===== src/hw/rtl/pic_pkg.sv =====
// ----------------------------------------------------------------------------
// pic_pkg
// Shared widths, codes and defaults for the point-in-convex-polygon block.
// ----------------------------------------------------------------------------
package pic_pkg;

  // default depth of the vertex store
  localparam int MAX_VERTICES_DEF = 16;

  // field widths
  localparam int COORD_W = 16;
  localparam int INDEX_W = 4;
  localparam int COUNT_W = 5;
  localparam int APB_DW  = 32;
  localparam int APB_AW  = 3;

  // derived arithmetic widths: differences, products, cross product
  localparam int DIFF_W  = COORD_W + 1;
  localparam int PROD_W  = 2 * DIFF_W;
  localparam int CROSS_W = PROD_W + 1;

  // item kinds
  localparam logic KIND_LOAD  = 1'b0;
  localparam logic KIND_QUERY = 1'b1;

  // register word index (paddr[2])
  localparam logic REG_VERTEX_COUNT = 1'b0;

endpackage


===== src/hw/rtl/point_in_convex_polygon_top.sv =====
// ----------------------------------------------------------------------------
// point_in_convex_polygon_top
// Cross-product sign test of a point against a convex polygon held in a
// vertex memory, with an APB-style register port for the vertex count.
// ----------------------------------------------------------------------------
// Usage:
//   An item is taken at a rising edge with start high and busy low. kind
//   selects a vertex load (vertex_index, coord_x, coord_y written to the
//   store, no result) or a point query (coord_x, coord_y tested).
//   A query gives one result: done pulses for one cycle with inside_res,
//   high for points inside or on the boundary. The receiver cannot stall;
//   the result is gone after that cycle.
//   Timing: a load leaves busy low. A query with a count of zero or
//   one answers in the cycle after it is taken. Otherwise a query reads
//   one vertex per cycle from the single-port vertex memory: the n vertices
//   in use (n capped at MAX_VERTICES), then one wrap-around edge, then the
//   difference, multiply and compare stages. busy is high for the whole walk.
//   Register 0 (byte address 0) holds vertex_count, to be written only while idle;
//   the block does not enforce it. Reset clears the count and the control state;
//   the vertex memory holds whatever it held and must be loaded before a query.
// ----------------------------------------------------------------------------
module point_in_convex_polygon_top #(
  parameter int MAX_VERTICES = pic_pkg::MAX_VERTICES_DEF
) (
  input  logic                                clk,
  input  logic                                rst,
  // item channel
  input  logic                                start,
  output logic                                busy,
  input  logic                                kind,
  input  logic [pic_pkg::INDEX_W-1:0]         vertex_index,
  input  logic signed [pic_pkg::COORD_W-1:0]  coord_x,
  input  logic signed [pic_pkg::COORD_W-1:0]  coord_y,
  // result channel
  output logic                                done,
  output logic                                inside_res,
  // register port
  input  logic                                psel,
  input  logic                                penable,
  input  logic                                pwrite,
  input  logic [pic_pkg::APB_AW-1:0]          paddr,
  input  logic [pic_pkg::APB_DW-1:0]          pwdata,
  output logic [pic_pkg::APB_DW-1:0]          prdata,
  output logic                                pready
);
  import pic_pkg::*;

  localparam int AddrW = $clog2(MAX_VERTICES);
  localparam int CntW  = $clog2(MAX_VERTICES + 1);

  typedef enum logic [1:0] {
    ST_IDLE,
    ST_WALK,
    ST_DRAIN
  } state_t;

  state_t state;

  // register port
  logic [COUNT_W-1:0] vertex_count;
  logic               cfg_wr;

  assign pready = 1'b1;
  assign cfg_wr = psel && penable && pwrite && pready;

  always_ff @(posedge clk) begin
    if (rst) begin
      vertex_count <= '0;
    end else if (cfg_wr && paddr[2] == REG_VERTEX_COUNT) begin
      vertex_count <= pwdata[COUNT_W-1:0];
    end
  end

  always_comb begin
    prdata = '0;
    if (paddr[2] == REG_VERTEX_COUNT) begin
      prdata = APB_DW'(vertex_count);
    end
  end

  // item acceptance and vertex count in use
  logic            accept;
  logic            load_ok;
  logic [CntW-1:0] n_use;
  logic [CntW-1:0] n_m1;

  assign accept  = start && !busy;
  assign load_ok = accept && kind == KIND_LOAD && int'(vertex_index) < MAX_VERTICES;

  always_comb begin
    if (int'(vertex_count) > MAX_VERTICES) begin
      n_use = CntW'(MAX_VERTICES);
    end else begin
      n_use = CntW'(vertex_count);
    end
    n_m1 = n_use - CntW'(1);
  end

  // query point and walk bookkeeping
  logic signed [COORD_W-1:0] px;
  logic signed [COORD_W-1:0] py;
  logic [AddrW-1:0]          last_idx;
  logic [AddrW-1:0]          idx;

  always_ff @(posedge clk) begin
    if (accept && kind == KIND_QUERY) begin
      px       <= coord_x;
      py       <= coord_y;
      last_idx <= n_m1[AddrW-1:0];
    end
  end

  // vertex memory: x in the upper half, y in the lower half
  logic [2*COORD_W-1:0]      vmem [MAX_VERTICES];
  logic                      rd_en;
  logic signed [COORD_W-1:0] rd_x;
  logic signed [COORD_W-1:0] rd_y;
  logic                      rd_vld;
  logic                      rd_first;
  logic                      rd_last;

  assign rd_en = (state == ST_WALK);

  always_ff @(posedge clk) begin
    if (load_ok) begin
      vmem[AddrW'(vertex_index)] <= {coord_x, coord_y};
    end
    if (rd_en) begin
      {rd_x, rd_y} <= vmem[idx];
    end
  end

  always_ff @(posedge clk) begin
    if (rst) begin
      rd_vld   <= 1'b0;
      rd_first <= 1'b0;
      rd_last  <= 1'b0;
    end else begin
      rd_vld   <= rd_en;
      rd_first <= rd_en && idx == '0;
      rd_last  <= rd_en && idx == last_idx;
    end
  end

  // edge former: previous vertex to current, then last back to first
  logic signed [COORD_W-1:0] first_x;
  logic signed [COORD_W-1:0] first_y;
  logic signed [COORD_W-1:0] prev_x;
  logic signed [COORD_W-1:0] prev_y;
  logic                      wrap_pend;
  logic                      edge_go;
  logic signed [COORD_W-1:0] end_x;
  logic signed [COORD_W-1:0] end_y;

  assign edge_go = (rd_vld && !rd_first) || wrap_pend;
  assign end_x   = wrap_pend ? first_x : rd_x;
  assign end_y   = wrap_pend ? first_y : rd_y;

  always_ff @(posedge clk) begin
    if (rd_vld) begin
      prev_x <= rd_x;
      prev_y <= rd_y;
    end
    if (rd_vld && rd_first) begin
      first_x <= rd_x;
      first_y <= rd_y;
    end
  end

  always_ff @(posedge clk) begin
    if (rst) begin
      wrap_pend <= 1'b0;
    end else begin
      wrap_pend <= rd_vld && rd_last;
    end
  end

  // difference stage
  logic signed [DIFF_W-1:0] d_px;
  logic signed [DIFF_W-1:0] d_ey;
  logic signed [DIFF_W-1:0] d_py;
  logic signed [DIFF_W-1:0] d_ex;
  logic                     d_vld;
  logic                     d_last;

  always_ff @(posedge clk) begin
    if (edge_go) begin
      d_px <= {px[COORD_W-1], px} - {prev_x[COORD_W-1], prev_x};
      d_ey <= {end_y[COORD_W-1], end_y} - {prev_y[COORD_W-1], prev_y};
      d_py <= {py[COORD_W-1], py} - {prev_y[COORD_W-1], prev_y};
      d_ex <= {end_x[COORD_W-1], end_x} - {prev_x[COORD_W-1], prev_x};
    end
  end

  always_ff @(posedge clk) begin
    if (rst) begin
      d_vld  <= 1'b0;
      d_last <= 1'b0;
    end else begin
      d_vld  <= edge_go;
      d_last <= wrap_pend;
    end
  end

  // multiply stage
  logic signed [PROD_W-1:0] prod_a;
  logic signed [PROD_W-1:0] prod_b;
  logic                     m_vld;
  logic                     m_last;

  always_ff @(posedge clk) begin
    if (d_vld) begin
      prod_a <= d_px * d_ey;
      prod_b <= d_py * d_ex;
    end
  end

  always_ff @(posedge clk) begin
    if (rst) begin
      m_vld  <= 1'b0;
      m_last <= 1'b0;
    end else begin
      m_vld  <= d_vld;
      m_last <= d_last;
    end
  end

  // cross product sign and outside flag over the edges
  logic signed [CROSS_W-1:0] cross_val;
  logic                      right_of;
  logic                      outside;

  assign cross_val = {prod_a[PROD_W-1], prod_a} - {prod_b[PROD_W-1], prod_b};
  assign right_of  = !cross_val[CROSS_W-1] && cross_val != '0;

  always_ff @(posedge clk) begin
    if (rst) begin
      outside <= 1'b0;
    end else if (m_vld) begin
      outside <= m_last ? 1'b0 : (outside || right_of);
    end
  end

  // control: state, walk address, busy and result
  always_ff @(posedge clk) begin
    if (rst) begin
      state      <= ST_IDLE;
      busy       <= 1'b0;
      done       <= 1'b0;
      inside_res <= 1'b0;
      idx        <= '0;
    end else begin
      done <= 1'b0;
      case (state)
        ST_IDLE: begin
          if (accept && kind == KIND_QUERY) begin
            idx <= '0;
            if (n_use <= CntW'(1)) begin
              // no edge or one degenerate edge: always inside
              done       <= 1'b1;
              inside_res <= 1'b1;
            end else begin
              busy  <= 1'b1;
              state <= ST_WALK;
            end
          end
        end
        ST_WALK: begin
          idx <= idx + AddrW'(1);
          if (idx == last_idx) begin
            state <= ST_DRAIN;
          end
        end
        ST_DRAIN: begin
          if (m_vld && m_last) begin
            done       <= 1'b1;
            inside_res <= !(outside || right_of);
            busy       <= 1'b0;
            state      <= ST_IDLE;
          end
        end
        default: begin
          state <= ST_IDLE;
          busy  <= 1'b0;
        end
      endcase
    end
  end

endmodule


===== config.mk =====
export PLATFORM = sky130hd
export DESIGN_NAME = point_in_convex_polygon_top
export DESIGN_NICKNAME = d
export VERILOG_FILES = /design/src/hw/rtl/pic_pkg.sv /design/src/hw/rtl/point_in_convex_polygon_top.sv
export SDC_FILE = /design/constraint.sdc
export NUM_CORES = 2
export LEC_CHECK = 0
export ABC_AREA = 1
export BUFFER_PORTS_ARGS = -buffer_cell sky130_fd_sc_hd__buf_2
export CAP_MARGIN = 20
export CORE_MARGIN = 2
export CORE_UTILIZATION = 45
export DETAILED_ROUTE_END_ITERATION = 6
export PLACE_DENSITY_LB_ADDON = 0.2
export SYNTH_ARGS = -nofsm -noshare
export SYNTH_HDL_FRONTEND = slang
export SYNTH_SLANG_ARGS = --single-unit

===== constraint.sdc =====
create_clock -name clk -period 6.7 [get_ports clk]
set_input_delay 0.335 -clock clk [delete_from_list [all_inputs] [get_ports clk]]
set_output_delay 0.335 -clock clk [all_outputs]
set_load 0.02 [all_outputs]

==> flow_summary.toml <==
[cts]
clock_path_buffers = 3
cts_tree = "built"
clockRootBuffer = "clkbuf_16"
numCtsBuffers = 84
clock-sinks = 803
insertion_delay_ns = 0.66
clkTransAtPathRegs_ns = 0.08
htreeDepth = 3

[final_layout]
fillers = 11700
multi_input_area_um2 = 28100
syn2layout_area_growth_pct = 9.05
post_route_cells_drive_above_1_share = 0.0636
register_area_um2 = 23900
final_nets = 6769
stdcell_count = 7557
final_util = 0.493

[timing]
worst_slew_pin_slew_ns = 1.00
rsz0062_at_grt = "no"
slew-limit-headroom = 0.327
finalMaxSlewViolations = 0
skew_ns = 0.0591
min_period_over_period = 0.938
max_freq_mhz = 159
setup_violations = 0
fin_ws_ns = 0.415
finalSetupTns_ns = 0
hold_viol = 0
min_period_ns = 6.29

[place]
dp_slack_ns = 0.399
port-buffer-count = 56
hpwl_mm = 101
place_inst = 7388
place_congestion = 0.895

[detailed_routing]
vias = 38500
avgViaCountPerCell = 5.09
drc_errors = 0
drtIter0Drc = 2776
drt_first_pass_iters = 6
wl_per_cell_um = 18.4
ant_nets = 0
totalWireLength_mm = 139

[synthesis]
ys_ff_latch = 803
netlist_area_um2 = 57500
synth_top_area_frac = 0.407
yosysMostFrequentCell = "inv_1"
synthTopCellsByCount = "inv_1 (1216), nand2_1 (1163), edfxtp_1 (780)"
synth_cells = 5815
yosysUniqueCellTypes = 56
synthTopCellsByArea = "edfxtp_1 (41%), fa_1 (21%), inv_1 (7.9%)"
synthArstFlopShare = 0
ys_seq_area_frac = 0.415
ys_warn_count = 0
synth_edf_count = 780
synth_top_area_cell = "edfxtp_1"
syn_avg_cell_area_um2 = 9.89
ys.flop_type = "edfxtp_1"

[power]
power-per-cell-area_nw_per_um2 = 517
leakage_nw = 28.9
ir_drop_mv = 0.625

[worst_setup_path]
endpoint_kind = "flop"
cp-start-kind = "flop"
critPathMaxFanout = 17
reg2reg_depth = 21
worstSetupPathType = "reg -> reg"
worst-r2r-setup-slack_ns = 0.41
critPathRequiredTime_ns = 7.11
worstSetupEndpoint = "prod_b[31]"
startpoint = "d_py[16]"
regToRegEndpoint = "prod_b[31]"
cp.arrival_ns = 6.69
reg2reg_from = "d_py[16]"

[min_path]
hp-class = "in -> reg"

[global_route]
grt_max_degree = 182
grt_pass1_wl_mm = 221
grt_antenna_before_repair = 4
grt_overflow = 0
grt.total_usage = 0.216
first_global_vias = 39500

[job]
cap_violations = 0

[floorplan]
ios = 114
die_width_um = 361
dieArea_um2 = 131000
coreArea_um2 = 127000
rows = 131
die_h_um = 361
start_util = 0.452

[status]
outcome = "complete, no violations"
## cells by family (layout without fill, tap and decap cells)
kind of cell             count (synthesis)  in the layout  synth area share
multiplexers                             2              2          0.000348
buffers and inverters                 1494           1546            0.0995
AO/OA/AOI/OAI                          706            706            0.0715
flip-flops                             803            803             0.415
XOR/XNOR                               149            149            0.0227
other                                    2             30          0.000131
AND/OR/NAND/NOR                       1790           1790             0.123
adder cells (fa/ha/maj)                869            869             0.267
## layout by cell type, fill, tap and decap left out, drive strengths merged, types with 7 or more instances in the layout
cell type,n
o21ai,336
nand2,1177
o22ai,82
nor3,27
fa,597
dfxtp,23
ha,272
inv,1222
nor2,437
nand3,108
bufinv,12
a21oi,154
o211ai,23
nand4,15
o31ai,7
xnor2,59
o21bai,13
o221ai,50
a21o,10
buf,159
clkinv,46
conb,28
a21boi,7
edfxtp,780
xor2,90
or2,13
clkbuf,98
## where the power goes
group          internal (mW)  total [mW]  switching, mW
Clock                   2.81        4.80           2.00
Combinational           7.81        20.6           12.8
Sequential              6.82        7.01          0.189
## critical path, cell delays in order, from the launching register on
cell and delay, ns:
edfxtp_1 0.69, nand2_1 0.24, inv_1 0.10, fa_1 0.72
inv_1 0.11, fa_1 0.46, fa_1 0.48, fa_1 0.54
inv_1 0.05, fa_1 0.53, inv_1 0.05, fa_1 0.47
inv_1 0.04, ha_1 0.34, a21oi_1 0.24, o21ai_0 0.15
a31oi_1 0.17, nand3_1 0.16, nand2_1 0.09, o211ai_1 0.12
a21oi_1 0.19, xor2_1 0.09
## cell type report
cell class	instances	share of cell area
well taps	1662	0.0332
repair buffers	165	0.0183
clock inverters	59	0.0108
clock buffers	98	0.0347
flip-flops and latches	803	0.381
inverters	1224	0.0734
multi-input cells	3544	0.449
diodes	2	0.0000798
## state kept, by name (all words and copies together) (netlist names), 5 cells and up
name          flops
prod_a           34
prev_y           16
vertex_count      5
first_x          16
d_px             17
prev_x           16
prod_b           34
d_py             17
rd_x             16
py               16
px               16
d_ex             17
vmem            512
d_ey             17
rd_y             16
first_y          16
## metal layers
| metal | vias up | global-route usage | share of wire | wire [um] |
|---|---|---|---|---|
| met5 | - | 0 | 0.00014 | 19 |
| met4 | 4 | 0.0608 | 0.025 | 3530 |
| met3 | 216 | 0.0228 | 0.047 | 6540 |
| met2 | 963 | 0.374 | 0.49 | 68300 |
| met1 | 19000 | 0.287 | 0.44 | 60700 |
| li1 | 18300 | - | - | - |
## per-stage QoR
step | total power, mW | hold WS [ns] | instance area [um2]
floorplan | 22.3 | 0.388 | 57600
global placement | 27.7 | 0.396 | 59700
detailed placement | 27.8 | 0.409 | 59700
CTS | 32.7 | 0.0210 | 62600
global route | 35.5 | 0.0506 | 62700
finish | 32.4 | 0.0619 | 62700
## worst min-delay path by stage
stage	from	slack, ns	depth (start not counted)	to
after floorplan	d_last	0.39	2	m_last
after global placement	d_last	0.40	2	m_last
after detailed placement	d_last	0.41	2	m_last
after CTS	coord_x[12]	0.02	1	vmem[7][28]
after global routing	coord_x[12]	0.05	1	vmem[8][28]
final	coord_y[2]	0.06	1	vmem[14][2]
## what timing repair did
item,CTS,global route
setup buffers,0,3
gates resized for setup,0,0
setup endpoints to repair,0,1
endpoints found under the hold margin,6,0
hold buffers,6,0
(Power assumes the default switching activity.)
